`src/cdc_pkg.sv`:
```
// Package for the calendar date counter: field widths, codes, the
// controller-to-datapath command and status structs, and calendar tables.
// No dependencies.
package cdc_pkg;

    // Field widths
    localparam int DAY_W     = 5;
    localparam int MONTH_W   = 4;
    localparam int YEAR_W    = 14;
    localparam int WDAY_W    = 3;
    localparam int ORD_W     = 9;
    localparam int IN_DATA_W  = 24;
    localparam int OUT_DATA_W = 40;

    // Calendar limits and reset date
    localparam logic [YEAR_W-1:0]  YEAR_MIN   = 14'd1;
    localparam logic [YEAR_W-1:0]  YEAR_MAX   = 14'd9999;
    localparam logic [MONTH_W-1:0] MONTH_DEC  = 4'd12;
    localparam logic [MONTH_W-1:0] MONTH_FEB  = 4'd2;
    localparam logic [DAY_W-1:0]   RST_DAY    = 5'd1;
    localparam logic [MONTH_W-1:0] RST_MONTH  = 4'd1;
    localparam logic [YEAR_W-1:0]  RST_YEAR   = 14'd2000;

    // Reciprocal constants: x / 100 for x < 16384, x / 7 for x < 1024
    localparam int PROD_W     = 27;
    localparam int CENT_W     = 8;
    localparam int YOC_W      = 7;
    localparam int SUM_W      = 10;
    localparam int Q7_W       = 7;
    localparam logic [12:0] RECIP_100 = 13'd5243;
    localparam int          SHIFT_100 = 19;
    localparam logic [11:0] RECIP_7   = 12'd2341;
    localparam int          SHIFT_7   = 14;

    // Input command codes
    typedef enum logic {
        CMD_LOAD    = 1'b0,
        CMD_ADVANCE = 1'b1
    } cdc_command_t;

    // Operand select for the shared year splitter
    typedef enum logic [1:0] {
        SEL_VALID  = 2'd0,   // year under test: load year or held year
        SEL_LEAP   = 2'd1,   // held year after the update
        SEL_ZELLER = 2'd2    // held year, less one for January/February
    } cdc_sel_t;

    // Controller to datapath commands
    typedef struct packed {
        logic     capture;
        logic     mul;
        logic     div;
        cdc_sel_t sel;
        logic     update;
        logic     latch_leap;
        logic     zsum;
        logic     zmod;
        logic     result;
    } cdc_cmd_t;

    // Datapath to controller status
    typedef struct packed {
        logic out_busy;   // result register holds an untaken transfer
    } cdc_stat_t;

    // Leap year from century and year-of-century
    function automatic logic leap_of(input logic [CENT_W-1:0] cent,
                                     input logic [YOC_W-1:0] yoc);
        logic r;
        if (yoc != '0)
            r = (yoc[1:0] == 2'd0);
        else
            r = (cent[1:0] == 2'd0);
        return r;
    endfunction

    // Days in month; zero for a month outside 1..12
    function automatic logic [DAY_W-1:0] month_days(input logic [MONTH_W-1:0] m,
                                                    input logic leap);
        logic [DAY_W-1:0] d;
        case (m)
            4'd1, 4'd3, 4'd5, 4'd7, 4'd8, 4'd10, 4'd12: d = 5'd31;
            4'd4, 4'd6, 4'd9, 4'd11:                    d = 5'd30;
            4'd2:                                       d = leap ? 5'd29 : 5'd28;
            default:                                    d = 5'd0;
        endcase
        return d;
    endfunction

    // Days before the month in a common year
    function automatic logic [ORD_W-1:0] days_before(input logic [MONTH_W-1:0] m);
        logic [ORD_W-1:0] n;
        case (m)
            4'd2:    n = 9'd31;
            4'd3:    n = 9'd59;
            4'd4:    n = 9'd90;
            4'd5:    n = 9'd120;
            4'd6:    n = 9'd151;
            4'd7:    n = 9'd181;
            4'd8:    n = 9'd212;
            4'd9:    n = 9'd243;
            4'd10:   n = 9'd273;
            4'd11:   n = 9'd304;
            4'd12:   n = 9'd334;
            default: n = 9'd0;
        endcase
        return n;
    endfunction

    // Zeller month term ((mm + 1) * 26) / 10 for mm in 3..14
    function automatic logic [5:0] zeller_term(input logic [MONTH_W-1:0] mm);
        logic [5:0] t;
        case (mm)
            4'd3:    t = 6'd10;
            4'd4:    t = 6'd13;
            4'd5:    t = 6'd15;
            4'd6:    t = 6'd18;
            4'd7:    t = 6'd20;
            4'd8:    t = 6'd23;
            4'd9:    t = 6'd26;
            4'd10:   t = 6'd28;
            4'd11:   t = 6'd31;
            4'd12:   t = 6'd33;
            4'd13:   t = 6'd36;
            4'd14:   t = 6'd39;
            default: t = 6'd0;
        endcase
        return t;
    endfunction

endpackage

```
`src/cdc_ctrl.sv`:
```
// Sequencer for the calendar date counter: walks one transfer through
// check/update, leap and weekday steps. Depends on cdc_pkg.
module cdc_ctrl (
    input  logic              clk,
    input  logic              rst_n,
    input  logic              in_valid,
    output logic              in_ready,
    input  cdc_pkg::cdc_stat_t stat,
    output cdc_pkg::cdc_cmd_t  cmd
);
    import cdc_pkg::*;

    typedef enum logic [10:0] {
        ST_IDLE     = 11'b000_0000_0001,
        ST_VMUL     = 11'b000_0000_0010,
        ST_VDIV     = 11'b000_0000_0100,
        ST_UPDATE   = 11'b000_0000_1000,
        ST_LMUL     = 11'b000_0001_0000,
        ST_LDIV     = 11'b000_0010_0000,
        ST_ZMUL     = 11'b000_0100_0000,
        ST_ZDIV     = 11'b000_1000_0000,
        ST_ZSUM     = 11'b001_0000_0000,
        ST_ZMOD     = 11'b010_0000_0000,
        ST_RESULT   = 11'b100_0000_0000
    } state_t;

    state_t state_reg, state_next;

    // State register
    always_ff @(posedge clk or negedge rst_n)
    begin
        if (!rst_n)
            state_reg <= ST_IDLE;
        else
            state_reg <= state_next;
    end

    assign in_ready = (state_reg == ST_IDLE);

    // Next state and commands
    always_comb
    begin
        state_next = state_reg;
        cmd        = '0;
        cmd.sel    = SEL_VALID;
        unique case (state_reg)
            ST_IDLE:
            begin
                if (in_valid)
                begin
                    cmd.capture = 1'b1;
                    state_next  = ST_VMUL;
                end
            end
            ST_VMUL:
            begin
                cmd.mul    = 1'b1;
                cmd.sel    = SEL_VALID;
                state_next = ST_VDIV;
            end
            ST_VDIV:
            begin
                cmd.div    = 1'b1;
                state_next = ST_UPDATE;
            end
            ST_UPDATE:
            begin
                cmd.update = 1'b1;
                state_next = ST_LMUL;
            end
            ST_LMUL:
            begin
                cmd.mul    = 1'b1;
                cmd.sel    = SEL_LEAP;
                state_next = ST_LDIV;
            end
            ST_LDIV:
            begin
                cmd.div    = 1'b1;
                state_next = ST_ZMUL;
            end
            ST_ZMUL:
            begin
                cmd.latch_leap = 1'b1;
                cmd.mul        = 1'b1;
                cmd.sel        = SEL_ZELLER;
                state_next     = ST_ZDIV;
            end
            ST_ZDIV:
            begin
                cmd.div    = 1'b1;
                state_next = ST_ZSUM;
            end
            ST_ZSUM:
            begin
                cmd.zsum   = 1'b1;
                state_next = ST_ZMOD;
            end
            ST_ZMOD:
            begin
                cmd.zmod   = 1'b1;
                state_next = ST_RESULT;
            end
            ST_RESULT:
            begin
                if (!stat.out_busy)
                begin
                    cmd.result = 1'b1;
                    state_next = ST_IDLE;
                end
            end
            default:
            begin
                state_next = ST_IDLE;
            end
        endcase
    end

endmodule

```
`src/cdc_dp.sv`:
```
// Datapath for the calendar date counter: held date, shared year splitter
// (divide by 100 through a reciprocal), Zeller sum and result register.
// Depends on cdc_pkg.
module cdc_dp (
    input  logic                             clk,
    input  logic                             rst_n,
    input  cdc_pkg::cdc_cmd_t                cmd,
    output cdc_pkg::cdc_stat_t               stat,
    input  logic                             in_command,
    input  logic [cdc_pkg::DAY_W-1:0]        in_day,
    input  logic [cdc_pkg::MONTH_W-1:0]      in_month,
    input  logic [cdc_pkg::YEAR_W-1:0]       in_year,
    output logic                             out_valid,
    input  logic                             out_ready,
    output logic [cdc_pkg::OUT_DATA_W-1:0]   out_data
);
    import cdc_pkg::*;

    // Captured transfer
    cdc_command_t       command_reg;
    logic [DAY_W-1:0]   ld_day_reg;
    logic [MONTH_W-1:0] ld_month_reg;
    logic [YEAR_W-1:0]  ld_year_reg;

    // Held date
    logic [DAY_W-1:0]   cur_day_reg, cur_day_next;
    logic [MONTH_W-1:0] cur_month_reg, cur_month_next;
    logic [YEAR_W-1:0]  cur_year_reg, cur_year_next;
    logic               rej_reg, rej_next;

    // Splitter
    logic [YEAR_W-1:0]  split_op;
    logic [YEAR_W-1:0]  op_reg;
    logic [PROD_W-1:0]  prod_reg;
    logic [CENT_W-1:0]  cent_div;
    logic [YEAR_W-1:0]  yoc_wide;
    logic [CENT_W-1:0]  cent_reg;
    logic [YOC_W-1:0]   yoc_reg;
    logic               leap_split;
    logic               leap_cur_reg;

    // Weekday
    logic [MONTH_W-1:0] zmm;
    logic [SUM_W-1:0]   zsum;
    logic [SUM_W-1:0]   sum_reg;
    logic [21:0]        q7_prod;
    logic [Q7_W-1:0]    q7_reg;
    logic [2:0]         h7;
    logic [WDAY_W-1:0]  wday;

    // Result fields
    logic [DAY_W-1:0]   last_day;
    logic [ORD_W-1:0]   ordinal;
    logic               month_end;
    logic               out_valid_reg;
    logic [OUT_DATA_W-1:0] out_data_reg;

    // Capture the accepted transfer
    always_ff @(posedge clk)
    begin
        if (cmd.capture)
        begin
            command_reg  <= cdc_command_t'(in_command);
            ld_day_reg   <= in_day;
            ld_month_reg <= in_month;
            ld_year_reg  <= in_year;
        end
    end

    // Splitter operand
    always_comb
    begin
        case (cmd.sel)
            SEL_VALID:  split_op = (command_reg == CMD_LOAD) ? ld_year_reg : cur_year_reg;
            SEL_ZELLER: split_op = (cur_month_reg <= MONTH_FEB) ? cur_year_reg - YEAR_MIN
                                                                : cur_year_reg;
            default:    split_op = cur_year_reg;
        endcase
    end

    assign cent_div   = prod_reg[SHIFT_100 +: CENT_W];
    assign yoc_wide   = op_reg - YEAR_W'(cent_div) * 14'd100;
    assign leap_split = leap_of(cent_reg, yoc_reg);

    // Splitter: multiply by reciprocal, then shift and remainder
    always_ff @(posedge clk)
    begin
        if (cmd.mul)
        begin
            op_reg   <= split_op;
            prod_reg <= PROD_W'(split_op) * PROD_W'(RECIP_100);
        end
        if (cmd.div)
        begin
            cent_reg <= cent_div;
            yoc_reg  <= yoc_wide[YOC_W-1:0];
        end
        if (cmd.latch_leap)
            leap_cur_reg <= leap_split;
    end

    // Load check or one-day advance
    always_comb
    begin
        cur_day_next   = cur_day_reg;
        cur_month_next = cur_month_reg;
        cur_year_next  = cur_year_reg;
        rej_next       = 1'b0;
        last_day       = '0;
        if (command_reg == CMD_LOAD)
        begin
            last_day = month_days(ld_month_reg, leap_split);
            if (ld_year_reg >= YEAR_MIN && ld_year_reg <= YEAR_MAX &&
                ld_day_reg != '0 && ld_day_reg <= last_day)
            begin
                cur_day_next   = ld_day_reg;
                cur_month_next = ld_month_reg;
                cur_year_next  = ld_year_reg;
            end
            else
                rej_next = 1'b1;
        end
        else
        begin
            last_day = month_days(cur_month_reg, leap_split);
            if (cur_day_reg < last_day)
                cur_day_next = cur_day_reg + DAY_W'(1);
            else if (cur_month_reg < MONTH_DEC)
            begin
                cur_day_next   = RST_DAY;
                cur_month_next = cur_month_reg + MONTH_W'(1);
            end
            else if (cur_year_reg < YEAR_MAX)
            begin
                cur_day_next   = RST_DAY;
                cur_month_next = RST_MONTH;
                cur_year_next  = cur_year_reg + YEAR_W'(1);
            end
            else
                rej_next = 1'b1;
        end
    end

    // Held date
    always_ff @(posedge clk or negedge rst_n)
    begin
        if (!rst_n)
        begin
            cur_day_reg   <= RST_DAY;
            cur_month_reg <= RST_MONTH;
            cur_year_reg  <= RST_YEAR;
        end
        else if (cmd.update)
        begin
            cur_day_reg   <= cur_day_next;
            cur_month_reg <= cur_month_next;
            cur_year_reg  <= cur_year_next;
        end
    end

    always_ff @(posedge clk)
    begin
        if (cmd.update)
            rej_reg <= rej_next;
    end

    // Zeller sum, then divide by 7 through a reciprocal
    assign zmm  = (cur_month_reg <= MONTH_FEB) ? cur_month_reg + MONTH_DEC : cur_month_reg;
    assign zsum = SUM_W'(cur_day_reg) + SUM_W'(zeller_term(zmm)) + SUM_W'(yoc_reg)
                + SUM_W'(yoc_reg[YOC_W-1:2]) + SUM_W'(cent_reg[CENT_W-1:2])
                + SUM_W'(cent_reg) * SUM_W'(5);
    assign q7_prod = 22'(sum_reg) * 22'(RECIP_7);

    always_ff @(posedge clk)
    begin
        if (cmd.zsum)
            sum_reg <= zsum;
        if (cmd.zmod)
            q7_reg <= q7_prod[SHIFT_7 +: Q7_W];
    end

    // Remainder, remapped so that 0 is Monday
    always_comb
    begin
        logic [SUM_W-1:0] rem;
        rem  = sum_reg - SUM_W'(q7_reg) * SUM_W'(7);
        h7   = rem[2:0];
        wday = (h7 >= 3'd2) ? h7 - 3'd2 : h7 + 3'd5;
    end

    assign ordinal   = days_before(cur_month_reg) + ORD_W'(cur_day_reg)
                     + ORD_W'(leap_cur_reg && cur_month_reg > MONTH_FEB);
    assign month_end = (cur_day_reg == month_days(cur_month_reg, leap_cur_reg));

    // Result register
    always_ff @(posedge clk or negedge rst_n)
    begin
        if (!rst_n)
            out_valid_reg <= 1'b0;
        else if (cmd.result)
            out_valid_reg <= 1'b1;
        else if (out_ready)
            out_valid_reg <= 1'b0;
    end

    always_ff @(posedge clk)
    begin
        if (cmd.result)
            out_data_reg <= {2'b00, rej_reg, month_end, leap_cur_reg, ordinal, wday,
                             cur_year_reg, cur_month_reg, cur_day_reg};
    end

    assign out_valid     = out_valid_reg;
    assign out_data      = out_data_reg;
    assign stat.out_busy = out_valid_reg && !out_ready;

endmodule

```
`src/calendar_date_counter_top.sv`:
```
// Top level of the calendar date counter: joins the sequencer and datapath.
// Depends on cdc_pkg, cdc_ctrl and cdc_dp.
//
// Usage:
//   Slave side (s_axis): one transfer is one command. tuser holds the
//   command (0 = load date, 1 = advance one day); tdata holds the load
//   date. A load is checked (year 1..9999, month 1..12, day within the
//   month) and refused if invalid; an advance past 31 Dec 9999 is refused.
//   Master side (m_axis): one transfer per command with the held date,
//   weekday (0 = Monday), day of year, leap, month-end and refused flags.
//   The sequencer handles one command at a time and takes no new command
//   until the last has been through all its steps; it uses a single
//   divide-by-100 splitter three times (check year, leap year, weekday
//   year), with a multiply step and a divide step each.
//   s_axis_tready is high only while the sequencer is idle; a new command
//   may enter while the previous result still waits in the output register.
//   If the receiver stalls, the next result waits in its last step.
//   Reset: date becomes Saturday 1 January 2000, no result pending.
module calendar_date_counter_top (
    input  logic        clk,
    input  logic        rst_n,
    input  logic        s_axis_tvalid,
    output logic        s_axis_tready,
    input  logic [23:0] s_axis_tdata,   // load_day[4:0], load_month[8:5], load_year[22:9]
    input  logic [0:0]  s_axis_tuser,   // command[0]
    output logic        m_axis_tvalid,
    input  logic        m_axis_tready,
    output logic [39:0] m_axis_tdata    // day_out[4:0], month_out[8:5], year_out[22:9],
                                        // weekday[25:23], ordinal_day[34:26],
                                        // leap_flag[35], month_end_flag[36], rejected[37]
);
    import cdc_pkg::*;

    cdc_cmd_t  cmd;
    cdc_stat_t stat;

    cdc_ctrl u_ctrl (
        .clk      (clk),
        .rst_n    (rst_n),
        .in_valid (s_axis_tvalid),
        .in_ready (s_axis_tready),
        .stat     (stat),
        .cmd      (cmd)
    );

    cdc_dp u_dp (
        .clk        (clk),
        .rst_n      (rst_n),
        .cmd        (cmd),
        .stat       (stat),
        .in_command (s_axis_tuser[0]),
        .in_day     (s_axis_tdata[4:0]),
        .in_month   (s_axis_tdata[8:5]),
        .in_year    (s_axis_tdata[22:9]),
        .out_valid  (m_axis_tvalid),
        .out_ready  (m_axis_tready),
        .out_data   (m_axis_tdata)
    );

    // A result is never produced right after a command enters
    a_no_early_result: assert property (@(posedge clk) disable iff (!rst_n)
        (s_axis_tvalid && s_axis_tready) |=> !$rose(m_axis_tvalid))
        else $error("result appeared one cycle after input transfer");

    // The result register is never overwritten while a transfer is pending
    a_no_overwrite: assert property (@(posedge clk) disable iff (!rst_n)
        cmd.result |-> (!m_axis_tvalid || m_axis_tready))
        else $error("pending result overwritten");

    // Held date is always a valid month and nonzero day
    a_date_range: assert property (@(posedge clk) disable iff (!rst_n)
        m_axis_tvalid |-> (m_axis_tdata[8:5] != 4'd0 && m_axis_tdata[8:5] <= 4'd12 &&
                           m_axis_tdata[4:0] != 5'd0))
        else $error("output date out of range");

    // Weekday stays within 0..6
    a_weekday_range: assert property (@(posedge clk) disable iff (!rst_n)
        m_axis_tvalid |-> (m_axis_tdata[25:23] != 3'd7))
        else $error("weekday out of range");

endmodule
```
`config.mk`:
```
export PLATFORM = sky130hd
export DESIGN_NAME = calendar_date_counter_top
export DESIGN_NICKNAME = d
export VERILOG_FILES = /design/src/cdc_pkg.sv /design/src/cdc_ctrl.sv /design/src/cdc_dp.sv /design/src/calendar_date_counter_top.sv
export SDC_FILE = /design/constraint.sdc
export NUM_CORES = 1
export LEC_CHECK = 0
export BUFFER_PORTS_ARGS = -buffer_cell sky130_fd_sc_hd__buf_4
export CORE_MARGIN = 1
export CORE_UTILIZATION = 30
export DETAILED_ROUTE_END_ITERATION = 8
export PLACE_DENSITY = 0.56
export SKIP_CTS_REPAIR_TIMING = 1
export SLEW_MARGIN = 25
export SYNTH_ARGS = -nofsm -noshare
export SYNTH_HDL_FRONTEND = slang
export SYNTH_SLANG_ARGS = --single-unit
```
`constraint.sdc`:
```
create_clock -name clk -period 10.4 [get_ports clk]
set_input_delay 0 -clock clk [delete_from_list [all_inputs] [get_ports clk]]
set_output_delay 0 -clock clk [all_outputs]
set_load 0.05 [all_outputs]
```
### Yosys cells after proc, flatten, opt, wreduce, memory -nomap -nowiden

Memory sizes are Yosys's and may differ from the RTL's.
Index checks and enable logic that the tools add are counted.

* $add $sub $neg: 16
* eq/ne operators: 44
* $mul: 5
* reductions and logical operators: 23
* magnitude comparators: 9
* multiplexer cells: 49

Operators by type and width (number)
* case mux 11 bit (11 select lines): 1
* 2-to-1 mux 14 bit: 7
* case mux 5 bit (3 select lines): 3
* == test 4 bit (second input constant): 10
* 2-to-1 mux 5 bit: 7
* == test 4 x 3 -> 1 bit (second input constant): 8
* case mux 14 bit (2 select lines): 1
* multiplier 14 x 13 -> 27 bit (second input constant): 1
* 2-to-1 mux 4 bit: 6
* 2-to-1 mux 11 bit: 2
* multiplier 10 x 12 -> 21 bit (second input constant): 1
* 2-to-1 mux 1 bit: 20
* == test 4 x 2 -> 1 bit (second input constant): 4
* adder 14 x 1 -> 14 bit (second input constant): 1
* greater-or-equal comparator 14 x 1 -> 1 bit (second input constant): 1
* <= comparator 14 bit (second input constant): 1
* < comparator 14 bit (second input constant): 1
* OR reduction 7 bit: 2
* subtractor 14 x 1 -> 14 bit (second input constant): 1
* == test 11 x 1 -> 1 bit (second input constant): 1
* == test 11 x 10 -> 1 bit (second input constant): 1
* == test 11 bit (second input constant): 1
* == test 11 x 2 -> 1 bit (second input constant): 1
* == test 11 x 3 -> 1 bit (second input constant): 1
* 49 further kinds: 63

* input bits: 29
* memories: 2
* flip-flop bits (word level): 165
* output and inout bits: 42
* bits in read-only memories: 240
* word-level logic and storage cells: 166

Memories
* (no name shown): words 16, bits a word 9, rd ports 1, clocked after memory_dff 0, write ports 0, line cdc_pkg.sv:93 `case (m)`
* (no name shown): words 16, bits a word 6, rd ports 1, clocked after memory_dff 0, write ports 0, line cdc_pkg.sv:113 `case (mm)`

### Depth between registers and ports, before layout

* word-level depth: 9
* gate-level depth with buffers: 31
* depth with buffers taken out: 29

### Hierarchy

From an unflattened synthesis, not the netlist that was laid out.

* cell total of the unflattened synthesis: 1259
* area, all modules: 13254.0 um2

Modules (own cells, without submodules)
* cdc_dp: area each 12470.7 um2, cells an instance 1187, times used 1, sequential area each 3823.7 um2
* cdc_ctrl: area each 783.3 um2, cells an instance 72, times used 1, sequential area each 276.5 um2

### Least setup slack after synthesis

No wires, ideal clock.

* path type: register to register
* start point: register u_dp.cur_month_reg[2]
* end point: register u_dp.prod_reg[26], data pin
* library setup time: 260 ps
* data required time: 10140 ps
* clock period less this slack: 7362 ps
* stages on the path, launching flop included: 27
* path slack: 3038 ps
* arrival: 7102 ps
* path buffers: 1
* cells stage by stage: dfrtp_1 -> clkbuf_1 -> inv_1 -> ha_1 -> a21boi_0 -> o21ai_0 -> or3_1 -> nor2_2 -> a22oi_1 -> o21ai_0 -> fa_1 -> ha_1 -> inv_1 -> fa_1 -> inv_1 -> fa_1 -> inv_1 -> fa_1 -> inv_1 -> ha_1 -> a21o_1 -> a221o_1 -> a21oi_1 -> o211ai_1 -> a311o_1 -> a21oi_1 -> xnor2_1

* cells in the longest elaborated chain, start to end: 4

Ends and longest elaborated chain
* start, declared: line cdc_dp.sv:27 `logic [MONTH_W-1:0] cur_month_reg, cur_month_next;`
* start signal, assigned: line cdc_dp.sv:156 `cur_month_reg <= cur_month_next;`
* <= comparator 4 x 2 -> 1 bit: line cdc_dp.sv:75 `SEL_ZELLER: split_op = (cur_month_reg <= MONTH_FEB) ? cur_year_reg - YEAR_MIN`
* 2-to-1 mux 14 bit: line cdc_dp.sv:75
* case mux 14 bit (2 select lines): line cdc_dp.sv:73 `case (cmd.sel)`
* multiplier 14 x 13 -> 27 bit: line cdc_dp.sv:91 `prod_reg <= PROD_W'(split_op) * PROD_W'(RECIP_100);`
* end signal, assigned: line cdc_dp.sv:91
* end, declared: line cdc_dp.sv:34 `logic [PROD_W-1:0] prod_reg;`

No other way between the ends.
A chain may end at the register's enable or synchronous reset.

### Worst setup path in the final report

* start point: register u_dp.cur_month_reg[3]
* end point: register u_dp.prod_reg[26], data pin

The elaborated chain is that of the path after synthesis.

==> impl_metrics.env <==
export IMPL_post_synthesis_instance_total=1248
export IMPL_num_fill_cells=4339
export IMPL_synth_edff_count=107
export IMPL_largest_register_ffs=38
export IMPL_synthMostInstantiatedCell="sky130_fd_sc_hd__inv_1"
export IMPL_grt_most_used_layer="met2"
export IMPL_largest_driver_fanout_on_the_critical_path=19
export IMPL_route_antenna_remaining_nets=0
export IMPL_synth_area_per_cell_um2=10.5
export IMPL_rsz0062_at_grt="no"
export IMPL_placed_cell_count=1889
export IMPL_final_critical_path_time_including_i_o_delays_and_setup_ns=8.42
export IMPL_clkLatencyLatePin_ns=0.43
export IMPL_antennaDiodeCount=0
export IMPL_synth_warning_count=0
export IMPL_final_period_utilization=0.810
export IMPL_wl_per_cell_um=14.7
export IMPL_areaGrowthSynthToFinish_pct=16.4
export IMPL_outcome="complete, no violations"
export IMPL_clkTransAtPathRegs_ns=0.06
export IMPL_gp_routability_congestion=0.889
export IMPL_worst_r2r_path_cells=26
export IMPL_worst_slew_margin_rel=0.454
export IMPL_synth_sequential_area_ratio=0.312
export IMPL_setup_reg_to_reg_worst_slack_ns=1.98
export IMPL_tritoncts_num_sinks=142
export IMPL_buffers_from_clock_root_to_sink_at_most=2
export IMPL_worst_endpoint_arrival_ns=8.60
export IMPL_path_class="reg -> reg"
export IMPL_synth_top_cell_by_area="sky130_fd_sc_hd__edfxtp_1"
export IMPL_postPlaceCellArea_um2=14400
export IMPL_cts_buf_count=17
export IMPL_stdcell_count=1948
export IMPL_gr_usage_met2=0.218
export IMPL_fin_worst_skew_ns=0.00978
export IMPL_core_area_um2=43200
export IMPL_grt_remaining_overflow=0
export IMPL_place_port_buffers=67
export IMPL_hold_path_class="in -> reg"
export IMPL_route_final_wire_length_um=28600
export IMPL_synthTopCellsByArea="sky130_fd_sc_hd__edfxtp_1, sky130_fd_sc_hd__ha_1, sky130_fd_sc_hd__fa_1"
export IMPL_antenna_found_initial=0
export IMPL_track_usage=0.135
export IMPL_setup_violations=0
export IMPL_ys_async_sr_fraction=0.246
export IMPL_cts_max_level=4
export IMPL_critical_path_endpoint_type="flop"
export IMPL_finish_net_count=1695
export IMPL_fp_dieArea_um2=44700
export IMPL_drc_errors=0
export IMPL_floorplan_initialDensity=0.305
export IMPL_netlist_top_cells_count="sky130_fd_sc_hd__inv_1, sky130_fd_sc_hd__ha_1, sky130_fd_sc_hd__edfxtp_1"
export IMPL_critical_path_startpoint_type="flop"
export IMPL_cts_tree="yes"
export IMPL_share_of_cells_above_drive_strength_1=0.106
export IMPL_grt_first_pass_wirelength_um=47400
export IMPL_dr_total_vias=9199
export IMPL_drt_pass1_iterations=6
export IMPL_row_count=76
export IMPL_globalRouteMet1Util=0.186
export IMPL_ys_ff_latch=142
export IMPL_syn_cell_area_um2=13100
export IMPL_max_clock_freq_mhz=119
export IMPL_number_of_instances_on_the_worst_hold_path=3
export IMPL_postSynth_topFlopCell="sky130_fd_sc_hd__edfxtp_1"
export IMPL_clock_tree_root_cell="sky130_fd_sc_hd__clkbuf_16"
export IMPL_timing_final_hold_violations=0
export IMPL_die_w_um=211
export IMPL_layout_cell_area_non_filler_um2=15300
export IMPL_synth_top_area_frac=0.244
export IMPL_worstMarginPinSlew_ns=0.813
export IMPL_grtUsageMet3=0.0242
export IMPL_distinct_cells_synth=74
export IMPL_grt_start_max_net_pins=36
export IMPL_drv_slew=0
export IMPL_worst_hold_slack_ns=0.0254
export IMPL_critPathRequiredTime_ns=10.58
export IMPL_dr_first_iter_drc_count=552
export IMPL_setup_tns_ns=0
export IMPL_die_height_um=211
export IMPL_dp_final_hpwl_um=23000
export IMPL_ioPinCount=71
export IMPL_first_global_vias=9266
export IMPL_cap_violations=0
export IMPL_avgViaCountPerCell=4.72
[stage by stage]
step	utilization	setup WS, ns
after global placement	0.333	2.06
after floorplan	-	3.04
after CTS	0.348	2.01
final	0.354	1.98
after global routing	0.354	1.39
after detailed placement	0.333	2.08
[cells by family (layout without fill, tap and decap cells)]
kind of cell / Yosys count / after routing / share of synthesized area
adder cells (fa/ha/maj): 316 / 316 / 0.358
buffers and inverters: 273 / 387 / 0.0806
flip-flops: 142 / 142 / 0.312
other: 1 / 2 / 0.000285
AO/OA/AOI/OAI: 212 / 212 / 0.104
multiplexers: 20 / 20 / 0.0166
AND/OR/NAND/NOR: 231 / 231 / 0.0933
XOR/XNOR: 53 / 53 / 0.0353
[worst paths after layout]
path,endpoint,start
max,u_dp.prod_reg[26],u_dp.cur_month_reg[3]
min,u_dp.out_valid,m_axis_tready
max reg2reg,u_dp.prod_reg[26],u_dp.cur_month_reg[3]
min reg2reg,u_dp.cent_reg[6],u_dp.prod_reg[25]
max in group asynchronous,u_dp.cur_year_reg[7],rst_n
min in group asynchronous,u_dp.cur_day_reg[2],rst_n
[placed cells by master (no fill, tap or decap), types with 11 or more instances in the layout]
cell,count
sky130_fd_sc_hd__inv_1,248
sky130_fd_sc_hd__ha_1,215
sky130_fd_sc_hd__edfxtp_1,107
sky130_fd_sc_hd__fa_1,101
sky130_fd_sc_hd__buf_4,79
sky130_fd_sc_hd__nand2_1,56
sky130_fd_sc_hd__o21ai_0,55
sky130_fd_sc_hd__a21oi_1,53
sky130_fd_sc_hd__nor2_1,45
sky130_fd_sc_hd__xnor2_1,39
sky130_fd_sc_hd__nand3_1,29
sky130_fd_sc_hd__dlygate4sd3_1,26
sky130_fd_sc_hd__dfrtp_1,26
sky130_fd_sc_hd__nor3_1,20
sky130_fd_sc_hd__clkbuf_16,20
sky130_fd_sc_hd__mux2i_1,15
sky130_fd_sc_hd__xor2_1,14
sky130_fd_sc_hd__a21o_1,13
sky130_fd_sc_hd__o21bai_1,11
[layout make-up]
cell class / instances / area, µm² / share of cell area
clock buffer: 27 / 587 / 0.0383
clock inverter: 5 / 83.8 / 0.00548
inverter: 249 / 935 / 0.0611
timing repair buffer: 106 / 858 / 0.0561
multi-input combinational: 834 / 8010 / 0.523
sequential: 142 / 4100 / 0.268
tap: 585 / 732 / 0.0478
[routing by layer]
metal  vias to the layer above  share of wire
met5                         -              0
met4                         0          0.011
met3                        22          0.042
met2                       205           0.48
met1                      4470           0.47
li1                       4502              -
[worst max-delay path: stages, from the launching register on]
cell	delay [ns]
sky130_fd_sc_hd__dfrtp_1	0.69
sky130_fd_sc_hd__inv_1	0.28
sky130_fd_sc_hd__ha_1	0.28
sky130_fd_sc_hd__a21boi_0	0.61
sky130_fd_sc_hd__o21ai_0	0.30
sky130_fd_sc_hd__or3_1	0.48
sky130_fd_sc_hd__nor3_4	0.27
sky130_fd_sc_hd__a21oi_1	0.12
sky130_fd_sc_hd__o21ai_0	0.23
sky130_fd_sc_hd__o21ai_0	0.34
sky130_fd_sc_hd__ha_1	0.44
sky130_fd_sc_hd__inv_1	0.06
sky130_fd_sc_hd__fa_1	0.52
sky130_fd_sc_hd__inv_1	0.06
sky130_fd_sc_hd__fa_1	0.50
sky130_fd_sc_hd__inv_1	0.05
sky130_fd_sc_hd__fa_1	0.46
sky130_fd_sc_hd__fa_1	0.56
sky130_fd_sc_hd__inv_1	0.04
sky130_fd_sc_hd__ha_1	0.32
sky130_fd_sc_hd__a21oi_1	0.14
sky130_fd_sc_hd__a21boi_0	0.09
sky130_fd_sc_hd__a211oi_1	0.46
sky130_fd_sc_hd__o211ai_1	0.25
sky130_fd_sc_hd__a311o_1	0.35
sky130_fd_sc_hd__a21oi_1	0.18
sky130_fd_sc_hd__xnor2_1	0.08
Power is left out: the tool's default activity adds up to more than one toggle a clock period on the data nets, which glitch-free logic cannot reach.
